--- config.mk ---
export PLATFORM = sky130hd
export DESIGN_NAME = motor_encoder_feedback_tracker_top_flat
export DESIGN_NICKNAME = d
export VERILOG_FILES = /design/src/design/metr_pkg.sv /design/src/design/metr_if.sv /design/src/design/metr_ctrl.sv /design/src/design/metr_dp.sv /design/src/design/motor_encoder_feedback_tracker_top.sv /design/src/flat_wrapper.sv
export VERILOG_INCLUDE_DIRS = /design/src /design/src/design
export SDC_FILE = /design/constraint.sdc
export NUM_CORES = 2
export LEC_CHECK = 0
export BUFFER_PORTS_ARGS = -buffer_cell sky130_fd_sc_hd__buf_2
export CAP_MARGIN = 10
export CORE_ASPECT_RATIO = 1.5
export CORE_MARGIN = 2
export CORE_UTILIZATION = 57
export DETAILED_ROUTE_END_ITERATION = 8
export GPL_TIMING_DRIVEN = 0
export PLACE_DENSITY_LB_ADDON = 0.1
export SLEW_MARGIN = 20
export SYNTH_ARGS = -nofsm -noshare
export SYNTH_HDL_FRONTEND = slang
export SYNTH_HIERARCHICAL = 1
export SYNTH_SLANG_ARGS = --single-unit
--- constraint.sdc ---
create_clock -name clk_i -period 11.6 [get_ports clk_i]
set_input_delay 2.32 -clock clk_i [delete_from_list [all_inputs] [get_ports clk_i]]
set_output_delay 2.32 -clock clk_i [all_outputs]
set_load 0.005 [all_outputs]
--- src/design/motor_encoder_feedback_tracker_top_assert.svh ---
// assertion macros for the multi-turn encoder tracker
// needs clk_i and rst_ni in the scope of every use
`ifndef MOTOR_ENCODER_FEEDBACK_TRACKER_TOP_ASSERT_SVH
`define MOTOR_ENCODER_FEEDBACK_TRACKER_TOP_ASSERT_SVH

`ifndef SYNTH
// checked outside reset
`define METR_ASSERT(lbl, prop, msg) \
  lbl: assert property (@(posedge clk_i) disable iff (!rst_ni) (prop)) else $error(msg);
// checked during reset too
`define METR_ASSERT_RST(lbl, prop, msg) \
  lbl: assert property (@(posedge clk_i) (prop)) else $error(msg);
`else
`define METR_ASSERT(lbl, prop, msg)
`define METR_ASSERT_RST(lbl, prop, msg)
`endif

`endif

--- src/design/metr_pkg.sv ---
// shared types and constants of the multi-turn encoder tracker
// no dependencies
package metr_pkg;

  // field widths
  localparam int unsigned FRAME_ID_W = 11;
  localparam int unsigned ANGLE_W    = 16;
  localparam int unsigned SPEED_W    = 17;
  localparam int unsigned WORD_W     = 32;
  localparam int unsigned CAL_W      = 6;
  localparam int unsigned GAIN_W     = 16;
  localparam int unsigned DELTA_W    = 18;
  localparam int unsigned MIDX_W     = 2;

  // configuration port
  localparam int unsigned CFG_IDX_W  = 2;
  localparam int unsigned CFG_DATA_W = 16;
  localparam logic [CFG_IDX_W-1:0] CFG_BASE_ID = 2'd0;
  localparam logic [CFG_IDX_W-1:0] CFG_CAL_CNT = 2'd1;
  localparam logic [CFG_IDX_W-1:0] CFG_GAIN    = 2'd2;

  localparam logic [FRAME_ID_W-1:0] BASE_ID_RST = 11'd513;
  localparam logic [CAL_W-1:0]      CAL_CNT_RST = 6'd50;
  localparam logic [GAIN_W-1:0]     GAIN_RST    = 16'd5356;

  localparam logic [CAL_W-1:0]   CTR_MAX    = 6'd63;
  localparam logic [ANGLE_W-1:0] SPEED_HALF = 16'd32768;

  // default sizing
  localparam int unsigned NUM_MOTORS_DEF = 4;
  localparam int unsigned RING_DEPTH_DEF = 30;
  localparam int unsigned SUM_TAPS_DEF   = 28;
  localparam int unsigned TURN_RANGE_DEF = 8192;

  typedef enum logic [3:0] {
    S_IDLE,
    S_DECODE,
    S_WRAP,
    S_POS,
    S_DELTA,
    S_SUM,
    S_DRAIN,
    S_MUL,
    S_SCALE,
    S_OUT
  } metr_state_e;

  typedef struct packed {
    logic capture;
    logic decode;
    logic wrap;
    logic pos;
    logic delta;
    logic sum_issue;
    logic mul;
    logic scale;
    logic load_out;
  } metr_cmd_t;

  typedef struct packed {
    logic hit;
    logic calib;
    logic ring_done;
    logic last_tap;
    logic out_free;
  } metr_sts_t;

endpackage

--- src/design/metr_if.sv ---
// request channels of the encoder tracker: feedback frame in, result out
// no dependencies
interface metr_in_if;
  logic        valid;
  logic        ready;
  logic [10:0] frame_id;
  logic [15:0] angle_raw;
  logic [15:0] speed_raw;

  modport source (output valid, frame_id, angle_raw, speed_raw, input ready);
  modport sink   (input valid, frame_id, angle_raw, speed_raw, output ready);
endinterface

interface metr_out_if;
  logic               valid;
  logic               ready;
  logic [1:0]         motor_sel;
  logic               calibrating;
  logic signed [16:0] speed;
  logic signed [31:0] turn_count;
  logic signed [31:0] position;
  logic signed [31:0] angular_rate;

  modport source (output valid, motor_sel, calibrating, speed, turn_count, position,
                  angular_rate, input ready);
  modport sink   (input valid, motor_sel, calibrating, speed, turn_count, position,
                  angular_rate, output ready);
endinterface

--- src/design/metr_ctrl.sv ---
// sequencer of the encoder tracker: walks one request through the datapath
// depends on metr_pkg and the assertion macro header
`include "motor_encoder_feedback_tracker_top_assert.svh"

module metr_ctrl import metr_pkg::*; (
  input  logic      clk_i,
  input  logic      rst_ni,
  input  logic      in_valid_i,
  output logic      in_ready_o,
  input  metr_sts_t sts_i,
  output metr_cmd_t cmd_o
);

  metr_state_e state_q, state_d;

  always_ff @(posedge clk_i or negedge rst_ni) begin
    if (!rst_ni) begin
      state_q <= S_IDLE;
    end else begin
      state_q <= state_d;
    end
  end

  always_comb begin
    state_d    = state_q;
    cmd_o      = '0;
    in_ready_o = 1'b0;
    case (state_q)
      S_IDLE: begin
        in_ready_o = 1'b1;
        if (in_valid_i) begin
          cmd_o.capture = 1'b1;
          state_d       = S_DECODE;
        end
      end
      S_DECODE: begin
        cmd_o.decode = 1'b1;
        if (!sts_i.hit) begin
          state_d = S_IDLE;
        end else if (sts_i.calib) begin
          state_d = S_OUT;
        end else begin
          state_d = S_WRAP;
        end
      end
      S_WRAP: begin
        cmd_o.wrap = 1'b1;
        state_d    = S_POS;
      end
      S_POS: begin
        cmd_o.pos = 1'b1;
        state_d   = S_DELTA;
      end
      S_DELTA: begin
        cmd_o.delta = 1'b1;
        state_d     = sts_i.ring_done ? S_SUM : S_OUT;
      end
      S_SUM: begin
        cmd_o.sum_issue = 1'b1;
        if (sts_i.last_tap) begin
          state_d = S_DRAIN;
        end
      end
      S_DRAIN: begin
        state_d = S_MUL;
      end
      S_MUL: begin
        cmd_o.mul = 1'b1;
        state_d   = S_SCALE;
      end
      S_SCALE: begin
        cmd_o.scale = 1'b1;
        state_d     = S_OUT;
      end
      S_OUT: begin
        if (sts_i.out_free) begin
          cmd_o.load_out = 1'b1;
          state_d        = S_IDLE;
        end
      end
      default: begin
        state_d = S_IDLE;
      end
    endcase
  end

  `METR_ASSERT(a_load_free, cmd_o.load_out |-> sts_i.out_free, "result loaded over a held one")
  `METR_ASSERT(a_sum_entry, (state_q == S_SUM) |-> ($past(state_q) == S_DELTA || $past(state_q) == S_SUM), "summing walk entered out of order")
  `METR_ASSERT(a_decode_after_req, (state_q == S_DECODE) |-> $past(in_valid_i && in_ready_o), "decode without an accepted request")

endmodule

--- src/design/metr_dp.sv ---
// datapath of the encoder tracker: config, per-motor state, delta ring,
// summing accumulator and rate multiplier; depends on metr_pkg and the macro header
`include "motor_encoder_feedback_tracker_top_assert.svh"

module metr_dp import metr_pkg::*; #(
  parameter int unsigned NUM_MOTORS = NUM_MOTORS_DEF,
  parameter int unsigned RING_DEPTH = RING_DEPTH_DEF,
  parameter int unsigned SUM_TAPS   = SUM_TAPS_DEF,
  parameter int unsigned TURN_RANGE = TURN_RANGE_DEF
) (
  input  logic                     clk_i,
  input  logic                     rst_ni,
  input  logic                     cfg_we_i,
  input  logic [CFG_IDX_W-1:0]     cfg_idx_i,
  input  logic [CFG_DATA_W-1:0]    cfg_wdata_i,
  input  logic [FRAME_ID_W-1:0]    frame_id_i,
  input  logic [ANGLE_W-1:0]       angle_raw_i,
  input  logic [ANGLE_W-1:0]       speed_raw_i,
  input  metr_cmd_t                cmd_i,
  output metr_sts_t                sts_o,
  output logic                     out_valid_o,
  input  logic                     out_ready_i,
  output logic [MIDX_W-1:0]        motor_sel_o,
  output logic                     calibrating_o,
  output logic signed [SPEED_W-1:0] speed_o,
  output logic signed [WORD_W-1:0] turn_count_o,
  output logic signed [WORD_W-1:0] position_o,
  output logic signed [WORD_W-1:0] angular_rate_o
);

  localparam int unsigned MW       = (NUM_MOTORS > 1) ? $clog2(NUM_MOTORS) : 1;
  localparam int unsigned ENTRIES  = NUM_MOTORS * RING_DEPTH;
  localparam int unsigned AW       = $clog2(ENTRIES);
  localparam int unsigned IW       = $clog2(RING_DEPTH);
  localparam int unsigned TAPS_EFF = (SUM_TAPS > RING_DEPTH) ? RING_DEPTH : SUM_TAPS;
  localparam int unsigned TW       = (TAPS_EFF > 1) ? $clog2(TAPS_EFF) : 1;
  localparam int unsigned ACC_W    = DELTA_W + $clog2(TAPS_EFF + 1);
  localparam int unsigned PW       = ACC_W + GAIN_W + 1;
  localparam int unsigned RW       = PW - 16;

  localparam logic [WORD_W-1:0]       TURN_K    = WORD_W'(TURN_RANGE);
  localparam logic signed [DELTA_W-1:0] HALF_TURN = DELTA_W'(TURN_RANGE / 2);
  localparam logic [IW-1:0]           IDX_LAST  = IW'(RING_DEPTH - 1);
  localparam logic [TW-1:0]           TAP_LAST  = TW'(TAPS_EFF - 1);

  // configuration
  logic [FRAME_ID_W-1:0] base_id_q;
  logic [CAL_W-1:0]      cal_cnt_q;
  logic [GAIN_W-1:0]     gain_q;

  // captured request
  logic [FRAME_ID_W-1:0] id_q;
  logic [ANGLE_W-1:0]    ang_q;
  logic [ANGLE_W-1:0]    sraw_q;

  // per-motor state
  logic [CAL_W-1:0]   fcnt_q     [NUM_MOTORS];
  logic [ANGLE_W-1:0] offset_q   [NUM_MOTORS];
  logic [ANGLE_W-1:0] prev_raw_q [NUM_MOTORS];
  logic [WORD_W-1:0]  wrap_q     [NUM_MOTORS];
  logic [WORD_W-1:0]  prev_pos_q [NUM_MOTORS];
  logic [IW-1:0]      ring_idx_q [NUM_MOTORS];
  logic [WORD_W-1:0]  held_q     [NUM_MOTORS];

  // working registers
  logic [MW-1:0]             m_q;
  logic                      cal_q;
  logic [AW-1:0]             base_q;
  logic [SPEED_W-1:0]        spd_q;
  logic [WORD_W-1:0]         pos_q;
  logic [TW-1:0]             tap_q;
  logic                      rd_vld_q;
  logic [DELTA_W-1:0]        rd_data_q;
  logic signed [ACC_W-1:0]   acc_q;
  logic signed [PW-1:0]      prod_q;

  // delta ring memory
  logic [DELTA_W-1:0] ring_mem [ENTRIES];

  // output register
  logic                     out_vld_q;
  logic [MIDX_W-1:0]        out_mi_q;
  logic                     out_cal_q;
  logic [SPEED_W-1:0]       out_spd_q;
  logic [WORD_W-1:0]        out_turn_q;
  logic [WORD_W-1:0]        out_pos_q;
  logic [WORD_W-1:0]        out_rate_q;

  logic [FRAME_ID_W-1:0]    m11;
  logic [MW-1:0]            mi;
  logic                     hit;
  logic                     calib;
  logic signed [DELTA_W-1:0] diff;
  logic [WORD_W-1:0]        wrap_d;
  logic [WORD_W-1:0]        pos_d;
  logic [WORD_W-1:0]        delta;
  logic [AW-1:0]            wr_addr;
  logic [AW-1:0]            rd_addr;
  logic signed [PW-1:0]     prod_adj;
  logic [RW-1:0]            rate_hi;
  logic [WORD_W-1:0]        rate_d;
  logic [FRAME_ID_W-1:0]    m_ext;
  logic [SPEED_W-1:0]       spd_d;

  // motor decode and calibration test
  assign m11   = id_q - base_id_q;
  assign hit   = m11 < FRAME_ID_W'(NUM_MOTORS);
  assign mi    = m11[MW-1:0];
  assign calib = fcnt_q[mi] < cal_cnt_q;
  assign spd_d = (sraw_q > SPEED_HALF) ? {1'b1, sraw_q} : {1'b0, sraw_q};

  // wrap detection on the raw angle jump
  assign diff = $signed({2'b00, ang_q}) - $signed({2'b00, prev_raw_q[m_q]});
  always_comb begin
    wrap_d = wrap_q[m_q];
    if (diff > HALF_TURN) begin
      wrap_d = wrap_q[m_q] - 32'd1;
    end else if (diff < -HALF_TURN) begin
      wrap_d = wrap_q[m_q] + 32'd1;
    end
  end

  assign pos_d   = WORD_W'(ang_q) + WORD_W'(TURN_K * wrap_q[m_q]) - WORD_W'(offset_q[m_q]);
  assign delta   = pos_q - prev_pos_q[m_q];
  assign wr_addr = base_q + AW'(ring_idx_q[m_q]);
  assign rd_addr = base_q + AW'(tap_q);

  // truncate toward zero: bias negative products before the shift
  assign prod_adj = prod_q + (prod_q[PW-1] ? PW'(16'hFFFF) : PW'(0));
  assign rate_hi  = prod_adj[PW-1:16];
  assign rate_d   = {{(WORD_W-RW){rate_hi[RW-1]}}, rate_hi};

  assign m_ext = FRAME_ID_W'(m_q);

  always_comb begin
    sts_o           = '0;
    sts_o.hit       = hit;
    sts_o.calib     = calib;
    sts_o.ring_done = ring_idx_q[m_q] == IDX_LAST;
    sts_o.last_tap  = tap_q == TAP_LAST;
    sts_o.out_free  = !out_vld_q || out_ready_i;
  end

  always_ff @(posedge clk_i or negedge rst_ni) begin
    if (!rst_ni) begin
      base_id_q <= BASE_ID_RST;
      cal_cnt_q <= CAL_CNT_RST;
      gain_q    <= GAIN_RST;
    end else if (cfg_we_i) begin
      case (cfg_idx_i)
        CFG_BASE_ID: base_id_q <= cfg_wdata_i[FRAME_ID_W-1:0];
        CFG_CAL_CNT: cal_cnt_q <= cfg_wdata_i[CAL_W-1:0];
        CFG_GAIN:    gain_q    <= cfg_wdata_i[GAIN_W-1:0];
        default: ;
      endcase
    end
  end

  // per-motor state
  always_ff @(posedge clk_i or negedge rst_ni) begin
    if (!rst_ni) begin
      for (int i = 0; i < NUM_MOTORS; i++) begin
        fcnt_q[i]     <= '0;
        offset_q[i]   <= '0;
        prev_raw_q[i] <= '0;
        wrap_q[i]     <= '0;
        prev_pos_q[i] <= '0;
        ring_idx_q[i] <= '0;
        held_q[i]     <= '0;
      end
    end else begin
      if (cmd_i.decode && hit) begin
        if (fcnt_q[mi] < CTR_MAX) begin
          fcnt_q[mi] <= fcnt_q[mi] + 6'd1;
        end
        if (calib) begin
          offset_q[mi]   <= ang_q;
          prev_raw_q[mi] <= ang_q;
          prev_pos_q[mi] <= WORD_W'(ang_q);
        end
      end
      if (cmd_i.wrap) begin
        wrap_q[m_q]     <= wrap_d;
        prev_raw_q[m_q] <= ang_q;
      end
      if (cmd_i.delta) begin
        prev_pos_q[m_q] <= pos_q;
        ring_idx_q[m_q] <= (ring_idx_q[m_q] == IDX_LAST) ? '0 : ring_idx_q[m_q] + IW'(1);
      end
      if (cmd_i.scale) begin
        held_q[m_q] <= rate_d;
      end
    end
  end

  // request capture and working values
  always_ff @(posedge clk_i) begin
    if (cmd_i.capture) begin
      id_q   <= frame_id_i;
      ang_q  <= angle_raw_i;
      sraw_q <= speed_raw_i;
    end
    if (cmd_i.decode) begin
      m_q    <= mi;
      cal_q  <= calib;
      base_q <= AW'(mi * RING_DEPTH);
      spd_q  <= spd_d;
    end
    if (cmd_i.pos) begin
      pos_q <= pos_d;
    end
    if (cmd_i.delta) begin
      tap_q <= '0;
      acc_q <= '0;
    end else begin
      if (cmd_i.sum_issue) begin
        tap_q <= tap_q + TW'(1);
      end
      if (rd_vld_q) begin
        acc_q <= acc_q + {{(ACC_W-DELTA_W){rd_data_q[DELTA_W-1]}}, rd_data_q};
      end
    end
    if (cmd_i.mul) begin
      prod_q <= acc_q * $signed({1'b0, gain_q});
    end
  end

  always_ff @(posedge clk_i or negedge rst_ni) begin
    if (!rst_ni) begin
      rd_vld_q <= 1'b0;
    end else begin
      rd_vld_q <= cmd_i.sum_issue;
    end
  end

  // ring memory, one write and one registered read port
  always_ff @(posedge clk_i) begin
    if (cmd_i.delta) begin
      ring_mem[wr_addr] <= delta[DELTA_W-1:0];
    end
  end

  always_ff @(posedge clk_i) begin
    if (cmd_i.sum_issue) begin
      rd_data_q <= ring_mem[rd_addr];
    end
  end

  // output register
  always_ff @(posedge clk_i or negedge rst_ni) begin
    if (!rst_ni) begin
      out_vld_q <= 1'b0;
    end else if (cmd_i.load_out) begin
      out_vld_q <= 1'b1;
    end else if (out_ready_i) begin
      out_vld_q <= 1'b0;
    end
  end

  always_ff @(posedge clk_i) begin
    if (cmd_i.load_out) begin
      out_mi_q  <= m_ext[MIDX_W-1:0];
      out_cal_q <= cal_q;
      if (cal_q) begin
        out_spd_q  <= '0;
        out_turn_q <= '0;
        out_pos_q  <= '0;
        out_rate_q <= '0;
      end else begin
        out_spd_q  <= spd_q;
        out_turn_q <= wrap_q[m_q];
        out_pos_q  <= pos_q;
        out_rate_q <= held_q[m_q];
      end
    end
  end

  assign out_valid_o    = out_vld_q;
  assign motor_sel_o    = out_mi_q;
  assign calibrating_o  = out_cal_q;
  assign speed_o        = $signed(out_spd_q);
  assign turn_count_o   = $signed(out_turn_q);
  assign position_o     = $signed(out_pos_q);
  assign angular_rate_o = $signed(out_rate_q);

  `METR_ASSERT(a_out_rise, $rose(out_vld_q) |-> $past(cmd_i.load_out), "result shown without a load")
  `METR_ASSERT(a_cal_zero, (out_vld_q && out_cal_q) |-> (out_pos_q == '0 && out_rate_q == '0 && out_turn_q == '0), "calibration result carries data")
  `METR_ASSERT(a_ring_range, cmd_i.delta |-> (32'(ring_idx_q[m_q]) < RING_DEPTH), "ring index beyond depth")
  `METR_ASSERT_RST(a_rst_out, !rst_ni |-> !out_vld_q, "result valid during reset")

endmodule

--- src/design/motor_encoder_feedback_tracker_top.sv ---
// one frame at a time; a tracked frame goes decode, unwrap, position, delta,
//   output; calibration frames go decode, output; unknown ids end after decode
//   with no result; a ring-closing frame also sums min(SUM_TAPS, RING_DEPTH) taps
//   from the single-read-port delta ring memory, then multiplies and scales
// reset: asynchronous, active low; config, sequencer state and result valid take
//   defaults, per-motor tracking state clears at once; ring memory is not cleared
module motor_encoder_feedback_tracker_top import metr_pkg::*; #(
  parameter int unsigned NUM_MOTORS = NUM_MOTORS_DEF,
  parameter int unsigned RING_DEPTH = RING_DEPTH_DEF,
  parameter int unsigned SUM_TAPS   = SUM_TAPS_DEF,
  parameter int unsigned TURN_RANGE = TURN_RANGE_DEF
) (
  input  logic                  clk_i,
  input  logic                  rst_ni,
  // configuration writes, only while no request is in flight
  input  logic                  cfg_we_i,
  input  logic [CFG_IDX_W-1:0]  cfg_idx_i,
  input  logic [CFG_DATA_W-1:0] cfg_wdata_i,
  // feedback frame requests
  metr_in_if.sink               in_chan,
  // tracking result requests
  metr_out_if.source            out_chan
);

  metr_cmd_t cmd;
  metr_sts_t sts;
  logic      in_ready;

  // sequencer: one frame at a time, decode, unwrap, position, delta, optional sum
  metr_ctrl u_ctrl (
    .clk_i      (clk_i),
    .rst_ni     (rst_ni),
    .in_valid_i (in_chan.valid),
    .in_ready_o (in_ready),
    .sts_i      (sts),
    .cmd_o      (cmd)
  );

  assign in_chan.ready = in_ready;

  // datapath: output register lets the next frame start while a result waits
  metr_dp #(
    .NUM_MOTORS (NUM_MOTORS),
    .RING_DEPTH (RING_DEPTH),
    .SUM_TAPS   (SUM_TAPS),
    .TURN_RANGE (TURN_RANGE)
  ) u_dp (
    .clk_i          (clk_i),
    .rst_ni         (rst_ni),
    .cfg_we_i       (cfg_we_i),
    .cfg_idx_i      (cfg_idx_i),
    .cfg_wdata_i    (cfg_wdata_i),
    .frame_id_i     (in_chan.frame_id),
    .angle_raw_i    (in_chan.angle_raw),
    .speed_raw_i    (in_chan.speed_raw),
    .cmd_i          (cmd),
    .sts_o          (sts),
    .out_valid_o    (out_chan.valid),
    .out_ready_i    (out_chan.ready),
    .motor_sel_o    (out_chan.motor_sel),
    .calibrating_o  (out_chan.calibrating),
    .speed_o        (out_chan.speed),
    .turn_count_o   (out_chan.turn_count),
    .position_o     (out_chan.position),
    .angular_rate_o (out_chan.angular_rate)
  );

endmodule

--- src/flat_wrapper.sv ---
// flat-port wrapper written by rule: the top's interface ports become plain ports
module motor_encoder_feedback_tracker_top_flat import metr_pkg::*;
#(
  parameter int unsigned NUM_MOTORS = NUM_MOTORS_DEF,
  parameter int unsigned RING_DEPTH = RING_DEPTH_DEF,
  parameter int unsigned SUM_TAPS   = SUM_TAPS_DEF,
  parameter int unsigned TURN_RANGE = TURN_RANGE_DEF
)
  (clk_i, rst_ni, cfg_we_i, cfg_idx_i, cfg_wdata_i, in_chan_valid, in_chan_frame_id, in_chan_angle_raw, in_chan_speed_raw, in_chan_ready, out_chan_valid, out_chan_motor_sel, out_chan_calibrating, out_chan_speed, out_chan_turn_count, out_chan_position, out_chan_angular_rate, out_chan_ready);
  metr_in_if in_chan_i ();
  metr_out_if out_chan_i ();
  input  logic clk_i;
  input  logic rst_ni;
  input  logic cfg_we_i;
  input  logic [CFG_IDX_W-1:0] cfg_idx_i;
  input  logic [CFG_DATA_W-1:0] cfg_wdata_i;
  input wire logic [$bits(in_chan_i.valid)-1:0] in_chan_valid;
  input wire logic [$bits(in_chan_i.frame_id)-1:0] in_chan_frame_id;
  input wire logic [$bits(in_chan_i.angle_raw)-1:0] in_chan_angle_raw;
  input wire logic [$bits(in_chan_i.speed_raw)-1:0] in_chan_speed_raw;
  output wire logic [$bits(in_chan_i.ready)-1:0] in_chan_ready;
  output wire logic [$bits(out_chan_i.valid)-1:0] out_chan_valid;
  output wire logic [$bits(out_chan_i.motor_sel)-1:0] out_chan_motor_sel;
  output wire logic [$bits(out_chan_i.calibrating)-1:0] out_chan_calibrating;
  output wire logic [$bits(out_chan_i.speed)-1:0] out_chan_speed;
  output wire logic [$bits(out_chan_i.turn_count)-1:0] out_chan_turn_count;
  output wire logic [$bits(out_chan_i.position)-1:0] out_chan_position;
  output wire logic [$bits(out_chan_i.angular_rate)-1:0] out_chan_angular_rate;
  input wire logic [$bits(out_chan_i.ready)-1:0] out_chan_ready;
  assign in_chan_i.valid = in_chan_valid;
  assign in_chan_i.frame_id = in_chan_frame_id;
  assign in_chan_i.angle_raw = in_chan_angle_raw;
  assign in_chan_i.speed_raw = in_chan_speed_raw;
  assign in_chan_ready = in_chan_i.ready;
  assign out_chan_valid = out_chan_i.valid;
  assign out_chan_motor_sel = out_chan_i.motor_sel;
  assign out_chan_calibrating = out_chan_i.calibrating;
  assign out_chan_speed = out_chan_i.speed;
  assign out_chan_turn_count = out_chan_i.turn_count;
  assign out_chan_position = out_chan_i.position;
  assign out_chan_angular_rate = out_chan_i.angular_rate;
  assign out_chan_i.ready = out_chan_ready;
  motor_encoder_feedback_tracker_top #(.NUM_MOTORS(NUM_MOTORS), .RING_DEPTH(RING_DEPTH), .SUM_TAPS(SUM_TAPS), .TURN_RANGE(TURN_RANGE)) u_core (.clk_i(clk_i), .rst_ni(rst_ni), .cfg_we_i(cfg_we_i), .cfg_idx_i(cfg_idx_i), .cfg_wdata_i(cfg_wdata_i), .in_chan(in_chan_i), .out_chan(out_chan_i));
endmodule
==> results.json <==
{
  "coreArea_mm2": 0.2373,
  "antenna_found_initial": 13,
  "first_iter_violations": 7979,
  "drc_errors": 0,
  "p_sw_share_pct": 29.59,
  "skew_ns": 0.06692,
  "slew_headroom_pct": 13.83,
  "grt_max_degree": 100,
  "critPathRequiredTime_ns": 12.28,
  "final_cell_mix": "2425 x edfxtp_1, 803 x nand2_1, 785 x mux4_2",
  "cts_resized": 0,
  "clock-sinks": 2960,
  "finalNonFillerCells": 12423,
  "synth_area_per_cell_um2": 16.13,
  "initial_core_util_pct": 57.31,
  "async_flop_share_pct": 17.13,
  "cpMostUsedCell": "buf_6",
  "layout.nets": 9827,
  "finalCritPeriodShare_pct": 81.64,
  "drv_slew": 0,
  "clk_pin_slew_ns": 0.07,
  "yosys_warnings": 6,
  "grt-busiest-layer": "met2",
  "slowest_delay_ns": 0.95,
  "max_freq_mhz": 105.6,
  "grt_use_met2_pct": 56.25,
  "root_buffer": "clkbuf_16",
  "clock_latency_ns": 0.89,
  "gp_congestion": 0.9680,
  "synthDistinctLibCells": 98,
  "worstPathMaxFanout": 20,
  "use_met3_pct": 4.538,
  "critPathLaunchType": "flip-flop",
  "clock_path_buffers": 4,
  "drv_cap": 0,
  "area_growth_pct": 13.18,
  "end_kind": "flip-flop",
  "vias": 77984,
  "p_comb_share_pct": 21.9,
  "synthFlopType": "edfxtp_1",
  "wl_per_cell_um": 30.95,
  "synth_edf_count": 2425,
  "grt_use_total_pct": 32.01,
  "grt_pass1_wl_um": 554800,
  "finalHoldViolCount": 0,
  "ys_seq_area_share_pct": 63.29,
  "postCtsHoldBufs": 0,
  "die_x_um": 402.8,
  "final-setup-viol-count": 0,
  "fin_crit_ns": 9.470,
  "vdd_ir_drop_max_uv": 164.9,
  "dpl.cell_count": 11913,
  "crit_path_top_delay_cell": "clkbuf_1",
  "synth_area_mm2": 0.1360,
  "tightest_slew_ns": 1.293,
  "grt_remaining_overflow": 0,
  "p_int_w": 0.01888,
  "power.total_w": 0.02682,
  "p_sw_w": 0.007937,
  "detail-route-antenna-nets": 0,
  "rsz0062_at_grt": "no",
  "globalRouteMet1Util_pct": 36.57,
  "cts_made_buffers": 284,
  "firstDrtPassIters": 8,
  "die_h_um": 602.3,
  "dieArea_mm2": 0.2426,
  "num_rows": 219,
  "status": "complete, no violations",
  "post_cts_buffers": 0,
  "routed_wl_um": 384500,
  "synth.ff_latch_count": 2960,
  "synthesis.nets": 9152,
  "seqPwrFrac_pct": 44.3,
  "port-buffer-count": 183,
  "cp.arrival_ns": 10.15,
  "synthCells": 8431,
  "cts_tree": "done",
  "hold_class": "flip-flop to flip-flop",
  "crit_chain": "clkbuf_1, buf_2, buf_1, buf_2, clkbuf_1, clkbuf_2, clkbuf_1, mux4_2, fa_1, nor2b_1, o21ai_0, a21boi_0, o21ai_0, a21oi_1, a41oi_1, a21oi_1, a21o_1, a21oi_1, xnor2_2, buf_6, buf_6, buf_6, buf_6",
  "clkPwrFrac_pct": 33.8,
  "pwr_density_cell_mw_per_mm2": 174.2,
  "path_class": "flip-flop to flip-flop",
  "drive_gt1_share_pct": 21.49,
  "fin_tns_setup_ns": 0,
  "viasPerCell": 6.277,
  "grt_pass1_vias": 81024,
  "hpwl_um": 282700,
  "io_pins": 184,
  "layout_commonest_cell": "edfxtp_1",
  "cellLeakagePower_nw": 56.54,
  "cts_max_level": 5
}
## critical path: cells and delay by family (launching register included)
kind	cells	cell delay [ns]
AOI/OAI and AO/OA	8	2.03
muxes	1	0.47
xor gates and xnor gates	1	0.56
buffers and inverters	11	5.11
DFF	1	0.38
adders and majority gates	1	0.44
and+or+nand+nor	1	0.21
## routing by layer
layer | up-vias | routed length [um]
met4 | 12 | 30590
met5 | - | 65
li1 | 32815 | -
met2 | 3467 | 200100
met1 | 40685 | 129500
met3 | 1005 | 24270
## per-stage QoR
stage	util (%)	hold slack [ns]	cell area, um^2	worst slack (ns)
3_3_place_gp	59.33	0.4350	140800	-5.312
2_1_floorplan	-	0.4244	136000	1.057
4_1_cts	64.84	0.4499	153900	2.356
3_5_place_dp	61.08	0.4358	144900	2.413
5_1_grt	64.86	0.4649	153900	1.974
6_report	64.87	0.4439	153900	2.130
## power groups by stage
stage / logic (W) / clock network, W / registers, W
floorplan: 0.00322 / 0 / 0.0121
global placement: 0.00550 / 0 / 0.0122
CTS: 0.00578 / 0.00919 / 0.0119
detailed placement: 0.00575 / 0 / 0.0121
finish: 0.00588 / 0.00905 / 0.0119
global route: 0.00602 / 0.00958 / 0.0119
## sequential cells by signal (all words and copies together), names as in the netlist, 11 cells and up
name                        count
u_core/u_dp/base_id_q          11
u_core/u_dp/ring_mem         2160
u_core/u_dp/ring_idx_q         20
u_core/u_dp/spd_q              17
u_core/u_dp/angular_rate_o     24
u_core/u_dp/prod_q             40
u_core/u_dp/wrap_q            128
u_core/u_dp/prev_pos_q         72
u_core/u_dp/fcnt_q             24
u_core/u_dp/gain_q             16
u_core/u_dp/position_o         32
u_core/u_dp/ang_q              16
u_core/u_dp/speed_o            17
u_core/u_dp/sraw_q             16
u_core/u_dp/offset_q           64
u_core/u_dp/pos_q              32
u_core/u_dp/turn_count_o       32
u_core/u_dp/id_q               11
u_core/u_dp/acc_q              23
u_core/u_dp/rd_data_q          18
u_core/u_dp/prev_raw_q         64
u_core/u_dp/held_q             96
## synth_stat cells (8+ instances only)
| library cell | number | area (um^2) |
|---|---|---|
| a211o_1 | 11 | 96.34 |
| a211oi_1 | 17 | 127.6 |
| a21o_1 | 56 | 420.4 |
| a21oi_1 | 192 | 960.9 |
| a221o_1 | 16 | 160.2 |
| a31oi_1 | 15 | 93.84 |
| and2_1 | 157 | 982.2 |
| and3_1 | 35 | 219.0 |
| and4_1 | 8 | 70.07 |
| buf_1 | 47 | 176.4 |
| buf_2 | 44 | 220.2 |
| buf_4 | 10 | 75.07 |
| clkbuf_1 | 319 | 1197 |
| dfrtp_1 | 495 | 12390 |
| dfstp_2 | 12 | 315.3 |
| dfxtp_1 | 28 | 560.5 |
| edfxtp_1 | 2425 | 72820 |
| fa_1 | 373 | 7467 |
| ha_1 | 282 | 3528 |
| inv_1 | 601 | 2256 |
| mux2_2 | 130 | 1464 |
| mux2i_1 | 133 | 1331 |
| mux4_2 | 785 | 17680 |
| nand2_1 | 803 | 3014 |
| nand2b_1 | 23 | 143.9 |
| nand3_1 | 75 | 375.4 |
| nand4_1 | 32 | 200.2 |
| nor2_1 | 374 | 1404 |
| nor2b_1 | 104 | 650.6 |
| nor3_1 | 52 | 260.3 |
| nor3b_1 | 11 | 82.58 |
| o211ai_1 | 10 | 75.07 |
| o21a_1 | 27 | 202.7 |
| o21ai_0 | 347 | 1737 |
| o21bai_1 | 24 | 180.2 |
| o22ai_1 | 12 | 75.07 |
| o31ai_1 | 19 | 142.6 |
| or2_2 | 8 | 50.05 |
| or3_1 | 17 | 106.4 |
| xnor2_1 | 118 | 1033 |
| xor2_1 | 55 | 481.7 |
## final timing paths
check | startpoint | depth (start not counted) | to | slack [ns]
max in group asynchronous | rst_ni | 6 | u_core/u_dp/offset_q[28] | 7.89
max reg2reg | u_core/u_dp/m_q[1] | 23 | u_core/u_dp/ring_mem[39][14] | 2.13
min reg2reg | u_core/u_dp/sraw_q[11] | 0 | u_core/u_dp/spd_q[11] | 0.44
min | u_core/u_dp/sraw_q[11] | 0 | u_core/u_dp/spd_q[11] | 0.44
min in group asynchronous | rst_ni | 1 | u_core/u_dp/held_q[8] | 1.26
max | u_core/u_dp/m_q[1] | 23 | u_core/u_dp/ring_mem[39][14] | 2.13
## final cells by class
type / instances / area, um^2
antenna: 8 / 20.02
clock buffer: 374 / 7844
sequential: 2960 / 86080
fill: 16653 / 83370
multi-input combinational: 4447 / 46850
clock inverter: 127 / 1080
tap: 3094 / 3871
inverter: 601 / 2266
timing repair buffer: 389 / 4146
buffer: 423 / 1765
## logic make-up after synthesis
| group | Yosys count | synth area share (%) |
|---|---|---|
| AOI/OAI and AO/OA | 833 | 3.733 |
| muxes | 1048 | 15.05 |
| DFF | 2960 | 63.29 |
| adders and majority gates | 655 | 8.085 |
| and+or+nand+nor | 1738 | 5.812 |
| buffers and inverters | 1024 | 2.906 |
| xor gates and xnor gates | 173 | 1.114 |
(Power assumes the default switching activity.)
